File: src/design/mbce_pkg.sv
`default_nettype none
package mbce_pkg;

  // field widths
  localparam int OFS_W      = 22;
  localparam int COLOUR_W   = 16;
  localparam int BYTE_W     = 8;
  localparam int COL_W      = 7;
  localparam int LW_W       = 11;
  localparam int OX_W       = 10;
  localparam int OY_W       = 10;
  localparam int BPR_W      = 8;
  localparam int ROWS_W     = 11;
  localparam int CFG_IDX_W  = 3;
  localparam int CFG_DATA_W = 16;
  localparam int TDATA_W    = 40;
  localparam int PIX_CNT_W  = 3;

  localparam logic [BPR_W-1:0]     MAX_ROW_BYTES = 8'd128;
  localparam logic [PIX_CNT_W-1:0] LAST_PIX      = 3'd7;

  // register indexes
  localparam logic [CFG_IDX_W-1:0] REG_LINE_WIDTH    = 3'd0;
  localparam logic [CFG_IDX_W-1:0] REG_ORIGIN_X      = 3'd1;
  localparam logic [CFG_IDX_W-1:0] REG_ORIGIN_Y      = 3'd2;
  localparam logic [CFG_IDX_W-1:0] REG_BYTES_PER_ROW = 3'd3;
  localparam logic [CFG_IDX_W-1:0] REG_BITMAP_ROWS   = 3'd4;
  localparam logic [CFG_IDX_W-1:0] REG_FORE_COLOUR   = 3'd5;
  localparam logic [CFG_IDX_W-1:0] REG_BACK_COLOUR   = 3'd6;

  // reset values
  localparam logic [LW_W-1:0]     RST_LINE_WIDTH    = 11'd320;
  localparam logic [OX_W-1:0]     RST_ORIGIN_X      = 10'd0;
  localparam logic [OY_W-1:0]     RST_ORIGIN_Y      = 10'd0;
  localparam logic [BPR_W-1:0]    RST_BYTES_PER_ROW = 8'd1;
  localparam logic [ROWS_W-1:0]   RST_BITMAP_ROWS   = 11'd8;
  localparam logic [COLOUR_W-1:0] RST_FORE_COLOUR   = 16'hffff;
  localparam logic [COLOUR_W-1:0] RST_BACK_COLOUR   = 16'h0000;

  // settings seen by the datapath, limits already applied
  typedef struct packed {
    logic [OX_W-1:0]     origin_x;
    logic [BPR_W-1:0]    bpr;
    logic [COLOUR_W-1:0] fore;
    logic [COLOUR_W-1:0] back;
    logic [OFS_W-1:0]    start_base;
  } cfg_t;

  // one byte with its address worked out
  typedef struct packed {
    logic [BYTE_W-1:0] bits;
    logic [OFS_W-1:0]  base;
    logic              bmp_end;
  } item_t;

endpackage
`default_nettype wire

File: src/design/mono_bitmap_colour_expand_core.sv
`default_nettype none
// monochrome bitmap colour expansion
// input stream: one byte of a 1 bpp bitmap per item, row-major, leftmost
// pixel in bit 7; the block tracks byte column, row and row base itself
// output stream: eight pixel writes per byte, bit 7 first, each with the
// linear frame buffer offset (origin_x + col) + (origin_y + row) * line_width
// (modulo 2^22) and the foreground or background colour
// m_tlast marks the eighth pixel of a byte, m_tuser the last pixel of
// the whole bitmap; the counters then wrap to the top-left corner
// a byte is registered in the address stage and then loaded into the pixel
// serializer; throughput: one pixel per cycle while m_tready is high, set by
// the pixel serializer that feeds the output; a second byte waits in
// the address stage, so the serializer runs without gaps
// when m_tready is low the current pixel holds and s_tready drops once the
// address stage is full
// config: plain write port, one register per cycle; the user must write only
// when idle, the block does not enforce it; line_width, bytes_per_row and
// bitmap_rows of zero read as one, larger values saturate at their limits
// reset: synchronous, clears counters and pipeline, loads register defaults
module mono_bitmap_colour_expand_core #(
  parameter int MAX_LINE_WIDTH  = 1024,
  parameter int MAX_BITMAP_ROWS = 1024
) (
  input  wire logic                             clk,
  input  wire logic                             rst,
  input  wire logic                             cfg_we,
  input  wire logic [mbce_pkg::CFG_IDX_W-1:0]   cfg_index,
  input  wire logic [mbce_pkg::CFG_DATA_W-1:0]  cfg_data,
  input  wire logic                             s_tvalid,
  output logic                                  s_tready,
  input  wire logic [mbce_pkg::BYTE_W-1:0]      s_tdata,   // [7:0] bitmap_byte
  output logic                                  m_tvalid,
  input  wire logic                             m_tready,
  output logic [mbce_pkg::TDATA_W-1:0]          m_tdata,   // [21:0] pixel_offset,
                                                           // [37:22] pixel_colour
  output logic                                  m_tlast,   // last_of_byte
  output logic                                  m_tuser    // end_of_bitmap
);
  import mbce_pkg::*;

  localparam int SW  = ($clog2(MAX_LINE_WIDTH+1) > LW_W) ? $clog2(MAX_LINE_WIDTH+1) : LW_W;
  localparam int RW  = (MAX_BITMAP_ROWS > 1) ? $clog2(MAX_BITMAP_ROWS) : 1;
  localparam int RCW = ((RW + 1) > ROWS_W) ? (RW + 1) : ROWS_W;

  cfg_t           cfg;
  logic [SW-1:0]  stride;
  logic [RCW-1:0] rows;
  item_t          item;
  logic           item_valid;
  logic           item_ready;

  // register file, limits and origin row base
  mbce_cfg #(
    .MAX_LINE_WIDTH  (MAX_LINE_WIDTH),
    .MAX_BITMAP_ROWS (MAX_BITMAP_ROWS)
  ) u_cfg (
    .clk       (clk),
    .rst       (rst),
    .cfg_we    (cfg_we),
    .cfg_index (cfg_index),
    .cfg_data  (cfg_data),
    .cfg       (cfg),
    .stride    (stride),
    .rows      (rows)
  );

  // position counters and byte base address
  mbce_addr #(
    .MAX_LINE_WIDTH  (MAX_LINE_WIDTH),
    .MAX_BITMAP_ROWS (MAX_BITMAP_ROWS)
  ) u_addr (
    .clk        (clk),
    .rst        (rst),
    .cfg        (cfg),
    .stride     (stride),
    .rows       (rows),
    .s_tvalid   (s_tvalid),
    .s_tready   (s_tready),
    .s_bits     (s_tdata),
    .item_valid (item_valid),
    .item_ready (item_ready),
    .item       (item)
  );

  // one pixel per cycle out of the held byte while m_tready is high
  mbce_serial u_serial (
    .clk        (clk),
    .rst        (rst),
    .cfg        (cfg),
    .item_valid (item_valid),
    .item_ready (item_ready),
    .item       (item),
    .m_tvalid   (m_tvalid),
    .m_tready   (m_tready),
    .m_tdata    (m_tdata),
    .m_tlast    (m_tlast),
    .m_tuser    (m_tuser)
  );

  // end of bitmap only on the last pixel of a byte
  a_end_on_last: assert property (@(posedge clk) disable iff (rst)
    m_tvalid && m_tuser |-> m_tlast)
    else $error("end of bitmap flagged mid byte");

  // pixels of one byte follow without a bubble
  a_no_gap: assert property (@(posedge clk) disable iff (rst)
    m_tvalid && m_tready && !m_tlast |=> m_tvalid)
    else $error("gap inside a byte");

  // consecutive pixels of a byte land on consecutive offsets
  a_offset_step: assert property (@(posedge clk) disable iff (rst)
    m_tvalid && m_tready && !m_tlast |=>
      m_tdata[OFS_W-1:0] == $past(m_tdata[OFS_W-1:0]) + OFS_W'(1))
    else $error("pixel offset did not advance by one");

  // a waiting byte is not dropped while the serializer is busy
  a_item_held: assert property (@(posedge clk) disable iff (rst)
    item_valid && !item_ready |=> item_valid && $stable(item))
    else $error("pending byte lost");

endmodule
`default_nettype wire

File: src/design/mbce_cfg.sv
`default_nettype none
module mbce_cfg #(
  parameter int MAX_LINE_WIDTH  = 1024,
  parameter int MAX_BITMAP_ROWS = 1024
) (
  input  wire logic                               clk,
  input  wire logic                               rst,
  input  wire logic                               cfg_we,
  input  wire logic [mbce_pkg::CFG_IDX_W-1:0]     cfg_index,
  input  wire logic [mbce_pkg::CFG_DATA_W-1:0]    cfg_data,
  output mbce_pkg::cfg_t                          cfg,
  output logic [((($clog2(MAX_LINE_WIDTH+1)) > mbce_pkg::LW_W) ?
                 $clog2(MAX_LINE_WIDTH+1) : mbce_pkg::LW_W)-1:0] stride,
  output logic [(((((MAX_BITMAP_ROWS > 1) ? $clog2(MAX_BITMAP_ROWS) : 1) + 1) >
                  mbce_pkg::ROWS_W) ?
                 (((MAX_BITMAP_ROWS > 1) ? $clog2(MAX_BITMAP_ROWS) : 1) + 1) :
                 mbce_pkg::ROWS_W)-1:0] rows
);
  import mbce_pkg::*;

  localparam int SW  = ($clog2(MAX_LINE_WIDTH+1) > LW_W) ? $clog2(MAX_LINE_WIDTH+1) : LW_W;
  localparam int RW  = (MAX_BITMAP_ROWS > 1) ? $clog2(MAX_BITMAP_ROWS) : 1;
  localparam int RCW = ((RW + 1) > ROWS_W) ? (RW + 1) : ROWS_W;
  localparam int PW  = OY_W + SW;

  logic [LW_W-1:0]     line_width, line_width_next;
  logic [OX_W-1:0]     origin_x, origin_x_next;
  logic [OY_W-1:0]     origin_y, origin_y_next;
  logic [BPR_W-1:0]    bytes_per_row, bytes_per_row_next;
  logic [ROWS_W-1:0]   bitmap_rows, bitmap_rows_next;
  logic [COLOUR_W-1:0] fore_colour, fore_colour_next;
  logic [COLOUR_W-1:0] back_colour, back_colour_next;

  logic [SW-1:0]    stride_next;
  logic [RCW-1:0]   rows_next;
  logic [BPR_W-1:0] bpr_next;
  logic [PW-1:0]    prod;

  always_comb begin
    line_width_next    = line_width;
    origin_x_next      = origin_x;
    origin_y_next      = origin_y;
    bytes_per_row_next = bytes_per_row;
    bitmap_rows_next   = bitmap_rows;
    fore_colour_next   = fore_colour;
    back_colour_next   = back_colour;
    if (rst) begin
      line_width_next    = RST_LINE_WIDTH;
      origin_x_next      = RST_ORIGIN_X;
      origin_y_next      = RST_ORIGIN_Y;
      bytes_per_row_next = RST_BYTES_PER_ROW;
      bitmap_rows_next   = RST_BITMAP_ROWS;
      fore_colour_next   = RST_FORE_COLOUR;
      back_colour_next   = RST_BACK_COLOUR;
    end else if (cfg_we) begin
      case (cfg_index)
        REG_LINE_WIDTH:    line_width_next    = cfg_data[LW_W-1:0];
        REG_ORIGIN_X:      origin_x_next      = cfg_data[OX_W-1:0];
        REG_ORIGIN_Y:      origin_y_next      = cfg_data[OY_W-1:0];
        REG_BYTES_PER_ROW: bytes_per_row_next = cfg_data[BPR_W-1:0];
        REG_BITMAP_ROWS:   bitmap_rows_next   = cfg_data[ROWS_W-1:0];
        REG_FORE_COLOUR:   fore_colour_next   = cfg_data[COLOUR_W-1:0];
        REG_BACK_COLOUR:   back_colour_next   = cfg_data[COLOUR_W-1:0];
        default:           ;
      endcase
    end
  end

  // limits: zero reads as one, large values saturate
  always_comb begin
    if (line_width_next == '0) stride_next = SW'(1);
    else if (SW'(line_width_next) > SW'(MAX_LINE_WIDTH)) stride_next = SW'(MAX_LINE_WIDTH);
    else stride_next = SW'(line_width_next);

    if (bitmap_rows_next == '0) rows_next = RCW'(1);
    else if (RCW'(bitmap_rows_next) > RCW'(MAX_BITMAP_ROWS)) rows_next = RCW'(MAX_BITMAP_ROWS);
    else rows_next = RCW'(bitmap_rows_next);

    if (bytes_per_row_next == '0) bpr_next = BPR_W'(1);
    else if (bytes_per_row_next > MAX_ROW_BYTES) bpr_next = MAX_ROW_BYTES;
    else bpr_next = bytes_per_row_next;

    prod = PW'(origin_y_next) * PW'(stride_next);
  end

  always_ff @(posedge clk) begin
    line_width     <= line_width_next;
    origin_x       <= origin_x_next;
    origin_y       <= origin_y_next;
    bytes_per_row  <= bytes_per_row_next;
    bitmap_rows    <= bitmap_rows_next;
    fore_colour    <= fore_colour_next;
    back_colour    <= back_colour_next;
    stride         <= stride_next;
    rows           <= rows_next;
    cfg.origin_x   <= origin_x_next;
    cfg.bpr        <= bpr_next;
    cfg.fore       <= fore_colour_next;
    cfg.back       <= back_colour_next;
    cfg.start_base <= OFS_W'(prod);
  end

endmodule
`default_nettype wire

File: src/design/mbce_addr.sv
`default_nettype none
module mbce_addr #(
  parameter int MAX_LINE_WIDTH  = 1024,
  parameter int MAX_BITMAP_ROWS = 1024
) (
  input  wire logic                             clk,
  input  wire logic                             rst,
  input  wire mbce_pkg::cfg_t                   cfg,
  input  wire logic [((($clog2(MAX_LINE_WIDTH+1)) > mbce_pkg::LW_W) ?
                      $clog2(MAX_LINE_WIDTH+1) : mbce_pkg::LW_W)-1:0] stride,
  input  wire logic [(((((MAX_BITMAP_ROWS > 1) ? $clog2(MAX_BITMAP_ROWS) : 1) + 1) >
                       mbce_pkg::ROWS_W) ?
                      (((MAX_BITMAP_ROWS > 1) ? $clog2(MAX_BITMAP_ROWS) : 1) + 1) :
                      mbce_pkg::ROWS_W)-1:0] rows,
  input  wire logic                             s_tvalid,
  output logic                                  s_tready,
  input  wire logic [mbce_pkg::BYTE_W-1:0]      s_bits,
  output logic                                  item_valid,
  input  wire logic                             item_ready,
  output mbce_pkg::item_t                       item
);
  import mbce_pkg::*;

  localparam int RW  = (MAX_BITMAP_ROWS > 1) ? $clog2(MAX_BITMAP_ROWS) : 1;
  localparam int RCW = ((RW + 1) > ROWS_W) ? (RW + 1) : ROWS_W;

  logic [COL_W-1:0] byte_column, byte_column_next;
  logic [RW-1:0]    row_index, row_index_next;
  logic [OFS_W-1:0] row_base, row_base_next;
  logic [OFS_W-1:0] row_base_cur;
  logic             accept, row_end, bmp_end;

  assign s_tready = !item_valid || item_ready;
  assign accept   = s_tvalid && s_tready;

  always_comb begin
    // a bitmap start reloads the row base from the origin
    row_base_cur = (byte_column == '0 && row_index == '0) ? cfg.start_base : row_base;
    row_end      = ({1'b0, byte_column} + BPR_W'(1)) >= cfg.bpr;
    bmp_end      = row_end && ((RCW'(row_index) + RCW'(1)) >= rows);

    byte_column_next = byte_column + COL_W'(1);
    row_index_next   = row_index;
    row_base_next    = row_base_cur;
    if (bmp_end) begin
      byte_column_next = '0;
      row_index_next   = '0;
    end else if (row_end) begin
      byte_column_next = '0;
      row_index_next   = row_index + RW'(1);
      row_base_next    = row_base_cur + OFS_W'(stride);
    end
  end

  always_ff @(posedge clk) begin
    if (rst) begin
      byte_column <= '0;
      row_index   <= '0;
      row_base    <= '0;
      item_valid  <= 1'b0;
    end else begin
      if (accept) begin
        byte_column <= byte_column_next;
        row_index   <= row_index_next;
        row_base    <= row_base_next;
        item_valid  <= 1'b1;
      end else if (item_ready) begin
        item_valid  <= 1'b0;
      end
    end
  end

  always_ff @(posedge clk) begin
    if (accept) begin
      item.bits    <= s_bits;
      item.base    <= row_base_cur + OFS_W'(cfg.origin_x) + OFS_W'({byte_column, 3'b000});
      item.bmp_end <= bmp_end;
    end
  end

endmodule
`default_nettype wire

File: src/design/mbce_serial.sv
`default_nettype none
module mbce_serial (
  input  wire logic                              clk,
  input  wire logic                              rst,
  input  wire mbce_pkg::cfg_t                    cfg,
  input  wire logic                              item_valid,
  output logic                                   item_ready,
  input  wire mbce_pkg::item_t                   item,
  output logic                                   m_tvalid,
  input  wire logic                              m_tready,
  output logic [mbce_pkg::TDATA_W-1:0]           m_tdata,
  output logic                                   m_tlast,
  output logic                                   m_tuser
);
  import mbce_pkg::*;

  logic                 busy;
  logic [PIX_CNT_W-1:0] pix_cnt;
  logic [OFS_W-1:0]     offset;
  logic [COLOUR_W-1:0]  colour;
  logic [BYTE_W-2:0]    rest;
  logic                 bmp_end;
  logic                 last;

  assign last       = (pix_cnt == LAST_PIX);
  assign item_ready = !busy || (m_tready && last);

  assign m_tvalid = busy;
  assign m_tdata  = {(TDATA_W - COLOUR_W - OFS_W)'(0), colour, offset};
  assign m_tlast  = last;
  assign m_tuser  = last && bmp_end;

  always_ff @(posedge clk) begin
    if (rst) begin
      busy <= 1'b0;
    end else if (item_valid && item_ready) begin
      busy <= 1'b1;
    end else if (busy && m_tready && last) begin
      busy <= 1'b0;
    end
  end

  always_ff @(posedge clk) begin
    if (item_valid && item_ready) begin
      pix_cnt <= '0;
      offset  <= item.base;
      colour  <= item.bits[BYTE_W-1] ? cfg.fore : cfg.back;
      rest    <= item.bits[BYTE_W-2:0];
      bmp_end <= item.bmp_end;
    end else if (busy && m_tready && !last) begin
      pix_cnt <= pix_cnt + PIX_CNT_W'(1);
      offset  <= offset + OFS_W'(1);
      colour  <= rest[BYTE_W-2] ? cfg.fore : cfg.back;
      rest    <= {rest[BYTE_W-3:0], 1'b0};
    end
  end

endmodule
`default_nettype wire
File: config.mk
export PLATFORM = sky130hd
export DESIGN_NAME = mono_bitmap_colour_expand_core
export DESIGN_NICKNAME = d
export VERILOG_FILES = /design/src/design/mbce_pkg.sv /design/src/design/mono_bitmap_colour_expand_core.sv /design/src/design/mbce_cfg.sv /design/src/design/mbce_addr.sv /design/src/design/mbce_serial.sv
export SDC_FILE = /design/constraint.sdc
export NUM_CORES = 1
export LEC_CHECK = 0
export BUFFER_PORTS_ARGS = -buffer_cell sky130_fd_sc_hd__buf_2
export CORE_MARGIN = 1.5
export CORE_UTILIZATION = 39
export DETAILED_ROUTE_END_ITERATION = 10
export GPL_TIMING_DRIVEN = 0
export PLACE_DENSITY_LB_ADDON = 0.25
export SETUP_SLACK_MARGIN = 0.1
export SYNTH_ARGS = -nofsm -noshare
export SYNTH_HDL_FRONTEND = slang
export SYNTH_SLANG_ARGS = --single-unit
File: constraint.sdc
create_clock -name clk -period 22.1 [get_ports clk]
set_clock_uncertainty 0.15 [all_clocks]
set_input_delay 3.315 -clock clk [delete_from_list [all_inputs] [get_ports clk]]
set_output_delay 3.315 -clock clk [all_outputs]
set_load 0.02 [all_outputs]
### Word-level counts from Yosys, hierarchy flattened

Index checks and enable logic that the tools add are counted.

* flip-flop bits (word level): 254
* output and inout bits: 44
* word-level logic and storage cells: 113

* add/subtract/negate cells: 9
* multipliers: 1
* $lt $le $gt $ge: 5
* equal/unequal tests: 7
* muxes and demuxes: 35
* reductions and logical operators: 30

Operator list (number)
* $mux W22: 5
* $mux W11: 9
* $mux W16: 4
* $mux W10: 5
* $add A22 B10 Y22: 2
* $mux W8: 4
* $mux W7: 4
* $add A22 B1 Y22 const B: 1
* $add A22 B11 Y22: 1
* $gt A11 B11 Y1 const B: 2
* $logic_not A11 Y1: 2
* $mul A10 B11 Y21: 1
* $eq A3 B3 Y1 const B: 4
* $add A10 B1 Y11 const B: 1
* $ge A11 B11 Y1: 1
* $add A10 B1 Y10 const B: 1
* $logic_not A10 Y1: 1
* $logic_and A1 B1 Y1: 9
* $add A7 B1 Y8 const B: 1
* $ge A8 B8 Y1: 1
* $gt A8 B8 Y1 const B: 1
* $logic_not A8 Y1: 1
* $reduce_and A2 Y1: 4
* $reduce_bool A2 Y1: 4
* 10 further kinds: 18

### Logic depth before layout (Yosys ltp)

* depth after elaboration: 8
* depth in mapped cells: 29
* gate-level depth less buffers: 26

### Modules after synthesis

A second synthesis with hierarchy kept.

* cell total of the unflattened synthesis: 1790
* area, all modules: 15914.0 µm²

By module, submodules not included
* mbce_cfg: instances 1, cells an instance 943, area each 7947.6 µm², seq. area each 2642.5 µm²
* mbce_addr: instances 1, cells an instance 622, area each 5410.2 µm², seq. area each 1731.7 µm²
* mbce_serial: instances 1, cells an instance 225, area each 2556.2 µm², seq. area each 1461.4 µm²

### Least setup slack after synthesis

OpenSTA, ideal clock, no wires.

* path type: input-to-reg
* from: in cfg_index[0] (netlist name)
* to: reg, netlist name u_cfg.cfg[19]
* library setup time: 0.072 ns
* data arrival time: 9.754 ns
* setup slack: 12.124 ns
* cell stages on the path: 28
* path buffers: 3
* cell sequence: clkbuf_1 -> nor4b_2 -> buf_2 -> nand3_1 -> a2111oi_1 -> nand2b_1 -> buf_4 -> nand2_2 -> inv_1 -> nand2_1 -> fa_1 -> inv_1 -> fa_1 -> inv_1 -> fa_1 -> inv_1 -> fa_1 -> inv_1 -> fa_1 -> inv_1 -> ha_1 -> a2111oi_0 -> o21ai_0 -> a41oi_1 -> o2111ai_1 -> a31o_2 -> a21oi_1 -> xnor2_1

* word-level cells in the longest chain between the ends: 8
* elaborated cells between the ends (all ways): 13

RTL lines
* from (decl): RTL line mono_bitmap_colour_expand_core.sv:27 `input wire logic [mbce_pkg::CFG_IDX_W-1:0] cfg_index,`
* $logic_not A3 Y1 (*): RTL line mbce_cfg.sv:56 `case (cfg_index)`
* $mux W11 (*): RTL line mbce_cfg.sv:56
* $mux W11 (*): RTL line mbce_cfg.sv:55 `end else if (cfg_we) begin`
* $mux W11 (*): RTL line mbce_cfg.sv:47 `if (rst) begin`
* $gt A11 B11 Y1: RTL line mbce_cfg.sv:72 `else if (SW'(line_width_next) > SW'(MAX_LINE_WIDTH)) stride_next = SW'(MAX_LINE_WIDTH);`
* $mux W11: RTL line mbce_cfg.sv:72
* $mux W11 (*): RTL line mbce_cfg.sv:71 `if (line_width_next == '0) stride_next = SW'(1);`
* named net u_cfg.stride_next[5]: RTL line mbce_cfg.sv:34 `logic [SW-1:0] stride_next;`
* $mul A10 B11 Y21 (*): RTL line mbce_cfg.sv:83 `prod = PW'(origin_y_next) * PW'(stride_next);`
* named net u_cfg.prod[19]: RTL line mbce_cfg.sv:37 `logic [PW-1:0] prod;`

The timed path passes the listed nets; every way through them passes the cells marked *.
A chain may end at the register's enable or synchronous reset.

### Worst setup path in the final report

* from: in cfg_index[0] (netlist name)
* to: reg, netlist name u_cfg.cfg[19]

* word-level cells in the longest chain between the ends: 8
* elaborated cells between the ends (all ways): 13

RTL lines
* $logic_not A3 Y1 (*): RTL line mbce_cfg.sv:56
* $mux W11 (*): RTL line mbce_cfg.sv:56
* $mux W11 (*): RTL line mbce_cfg.sv:55
* $mux W11 (*): RTL line mbce_cfg.sv:47
* named net u_cfg.line_width_next[10]: RTL line mbce_cfg.sv:26 `logic [LW_W-1:0] line_width, line_width_next;`
* $gt A11 B11 Y1: RTL line mbce_cfg.sv:72
* $mux W11: RTL line mbce_cfg.sv:72
* $mux W11 (*): RTL line mbce_cfg.sv:71
* named net u_cfg.stride_next[5]: RTL line mbce_cfg.sv:34
* $mul A10 B11 Y21 (*): RTL line mbce_cfg.sv:83
* named net u_cfg.prod[19]: RTL line mbce_cfg.sv:37

Marked as above.

==> summary.txt <==
Synthesis
  – Share of the synthesized area in the top cell type: about 23%
  – Netlist cell types: 79
  – Seq/Total Area, Yosys: around two fifths
  – Post-synthesis compound-gate area fraction: ~10%
  – Synthesized flop and latch total: roughly 250
  – Mean Syn Cell Area: approximately 9 µm²
  – Synth Area in XOR/XNOR: ~4.6%
  – Synth Instances: about 1700
  – EDFF count, synth: 77
  – Area leader, netlist: dfxtp_1
  – Fraction of registers with async set/reset: 0%
  – Synth Area in Simple Gates: about a fifth
  – Main synth FF type: dfxtp_1
  – Synth warn: 0
  – Post-synthesis mux area share: ~2.4%
  – Post-Synth Adder-Cell Area: 18.9%
  – Mapped cell area: 15300 µm²
  – Largest family of logic cells by synthesized area: simple AND/OR/NAND/NOR gates
  – Synth area leaders: dfxtp_1 23%, edfxtp_1 15%, fa_1 10%

Clocking
  – Max clock buf depth: 3
  – Post-CTS setup buffer count: 0
  – CTS clk-pin slew, worst paths: 0.06 ns
  – Root Driver: clkbuf_16
  – TritonCTS clock tree: yes
  – CTS H-tree depth: 1
  – Total CTS buffers: 29
  – Clock Latency Late Sink: approximately 0.55 ns
  – CTS Hold Bufs: 0
  – Number of gates resized after cts: 0
  – Clock net sink count: 253

Drt
  – Detailed-route DRC error count: 0
  – Met3 Wirelength: around 2400 µm
  – Met1 wire length: 18000 µm
  – Total number of vias: ~12000
  – DRT iter0 DRCs: 986
  – Max Used Layer: met4
  – WL met2: 18400 µm
  – Routed Antenna Nets: 0
  – Detailed-route vias per instance: 5.19
  – Drt pass-1 iters: 5
  – Drt wl/cell: roughly 17 µm
  – Final WL: 39900 µm

Timing
  – Tightest Pin Transition: 1.20 ns
  – Final TNS setup: 0 ns
  – Final period util: 48.2%
  – Hold Violations, Final: 0
  – Setup violations, final: 0
  – Minimum clock period: 10.65 ns
  – Max Clock Freq: ~0.094 GHz
  – Relative slew slack: between 15 and 20%
  – Final slew viol count: 0
  – Hold_ws: between 0.2 and 0.3 ns
  – RSZ-0062 raised after global routing: no

Die
  – Die Height: just over 200 µm
  – Initial Utilization: 39.6%
  – Total core area: between 30000 and 40000 µm²
  – Num ports: 76
  – Row Count: 72
  – DIE AREA: slightly above 40000 µm²
  – Chip Width: ~200 µm

Power
  – Sequential share of power: between 40% and 50%
  – Sw Share: between 20 and 30%
  – Worst VDD drop: roughly 60 µV
  – Comb power frac: 14.7%
  – Clk network pwr share: between 40% and 50%
  – Power density over the cells: roughly 70 nW/µm²
  – Leak: between 7 and 8 nW
  – Switch Pwr: ~0.32 mW
  – Pint: around 0.85 mW

Layout
  – Register area: 5840 µm²
  – Area delta synth->final: 12.8%
  – Final instance area: roughly 17000 µm²
  – Fillers: between 3000 and 4000
  – Area of the multi-input gates: 8640 µm²
  – Nets: just over 2000
  – Antenna diode count: 0
  – Layout cells sized above 1: 10.1%

Place
  – Dpl hpwl: approximately 30000 µm
  – RePlAce Congestion: 0.875
  – Placed inst area: ~16000 µm²
  – PortBufs: 67

Worst setup path
  – Slowest Stage Delay on Critical Path: about 0.58 ns
  – Crit end category: flop
  – Crit-path max FO: 10
  – Worst Path Arrival: roughly 11 ns
  – Crit Path Category: in -> reg
  – Crit path launch: cfg_index[0]
  – Slowest CP cell: or4b_1
  – Crit path top cell by count: inv_1
  – Worst path required time: ~22 ns
  – Startpoint types: input pin
  – RR Startpoint: u_cfg.line_width[6]

Global routing
  – Vias in the first global route: roughly 12000
  – Initial antenna violation count: 0
  – Wire length of the first global-routing pass: between 60000 and 70000 µm
  – Pin count of the biggest net entering global routing: 41
  – GR Util All Layers: roughly a fifth
  – Grt ovf: 0

Outcome
  – Status: completed

Job
  – Max_cap viols: 0

Min path
  – Worst Hold Class: reg -> reg
  – HP Start: u_addr.item[0]
[power groups by stage]
| stage | clock network [mW] | logic [mW] | registers (mW) |
|---|---|---|---|
| 2_1_floorplan | 0 | 0.106 | 0.539 |
| 3_3_place_gp | 0 | 0.169 | 0.533 |
| 3_5_place_dp | 0 | 0.171 | 0.533 |
| 4_1_cts | 0.491 | 0.172 | 0.523 |
| 5_1_grt | 0.509 | 0.189 | 0.526 |
| 6_report | 0.482 | 0.173 | 0.523 |
[area by class of cell]
cell class / count / area share (%)
Timing Repair Buffer: 68 / 2.05
Multi-Input combinational cell: 1255 / 49.9
Tap cell: 518 / 3.74
Sequential cell: 253 / 33.7
Inverter: 137 / 2.97
Clock buffer: 37 / 4.54
Clock inverter: 17 / 1.02
Buffer: 69 / 2.12
[synth_stat cells, drive strengths merged, types with 3 or more instances]
cell     count
fa          79
xnor2       58
edfxtp      77
nand4       17
nor2b       18
o22ai        4
mux2i       11
nor4        11
inv        134
nand2      388
clkinv       3
a31o         3
and3        20
o2111ai      3
a21boi       3
a211o        4
nor2       117
ha         106
dfxtp      176
a21o         9
o21bai       4
a32o         3
a311oi       6
nand2b       6
a32oi        4
nand3       65
o21ai       57
a211oi       6
and2        18
o211ai       8
a31oi       11
buf         27
mux2        23
nor3        19
o21a         5
or3          5
clkbuf      42
xor2        23
a21oi      106
a41oi        4
[worst max-delay path: cells and delay by family]
| family | cells | cell delay [ns] |
|---|---|---|
| adders and majority gates | 6 | 2.92 |
| AOI/OAI and AO/OA | 7 | 2.07 |
| buffers and inverters | 9 | 1.25 |
| and+or+nand+nor | 5 | 1.24 |
| xor gates and xnor gates | 1 | 0.14 |
[path summary, 6_finish.rpt]
kind	cells past startpoint	slack, ns	to
max	28	11.46	u_cfg.cfg[19]
min	0	0.27	u_serial.bmp_end
max reg2reg	26	14.45	u_cfg.cfg[19]
min reg2reg	0	0.27	u_serial.bmp_end
[logic make-up (layout without fill, tap and decap cells)]
logic type                 count (synthesis)  count (layout)
DFF                                      253             253
adders and majority gates                185             185
AOI/OAI and AO/OA                        253             253
xor gates and xnor gates                  81              81
other                                      1               2
and+or+nand+nor                          700             700
buffers and inverters                    206             328
muxes                                     34              34
[stage by stage]
stage | util, % | total power [mW] | worst slack [ns] | cells
finish | 44.7 | 1.18 | 11.46 | 2354
floorplan | - | 0.646 | 12.12 | 1714
global route | 44.7 | 1.22 | 10.93 | 2354
CTS | 44.7 | 1.19 | 11.52 | 2354
detailed placement | 42.2 | 0.704 | 10.98 | 2300
global placement | 42.2 | 0.702 | 11.00 | 2299
[state kept, by name, indices dropped and copies added, names as in the netlist, 3 cells and up]
| name | count |
|---|---|
| u_cfg.bytes_per_row | 8 |
| u_cfg.rows | 11 |
| u_serial.colour | 16 |
| u_addr.item | 31 |
| u_cfg.cfg | 71 |
| u_addr.byte_column | 7 |
| u_addr.row_index | 10 |
| u_cfg.line_width | 11 |
| u_serial.rest | 7 |
| u_serial.pix_cnt | 3 |
| u_cfg.origin_y | 10 |
| u_cfg.stride | 10 |
| u_addr.row_base | 22 |
| u_cfg.bitmap_rows | 11 |
| u_serial.offset | 22 |
[cells in the final DEF, fill, tap and decap left out, types with 5 or more instances in the layout]
cell type,netlist,routed
xor2_1,23,23
buf_2,13,81
clkbuf_8,6,9
a21o_1,9,9
nor2b_1,18,18
a21oi_1,105,105
inv_1,133,132
mux2i_1,10,10
o211ai_1,8,8
dfxtp_1,176,176
mux2_2,23,23
nand2_1,385,385
nor3_1,19,19
nor4_1,9,9
o21a_1,5,5
a211oi_1,6,6
edfxtp_1,77,77
and2_1,18,18
buf_1,8,7
nand4_1,17,17
clkbuf_16,0,29
fa_1,79,79
a31oi_1,10,10
nand3_1,65,65
clkinvlp_4,0,5
clkbuf_1,36,41
ha_1,106,106
clkinv_1,3,6
and3_1,19,19
nor2_1,117,117
o21ai_0,57,57
a311oi_1,6,6
xnor2_1,58,58
nand2b_1,6,6
[routing by layer]
layer / GRT usage [%] / vias up
met1: 27.2 / 5830
met3: 2.70 / 70
li1: - / 5956
met5: 0 / -
met4: 5.25 / 0
met2: 32.4 / 354
Note: power is estimated with default switching activity, not from simulation.
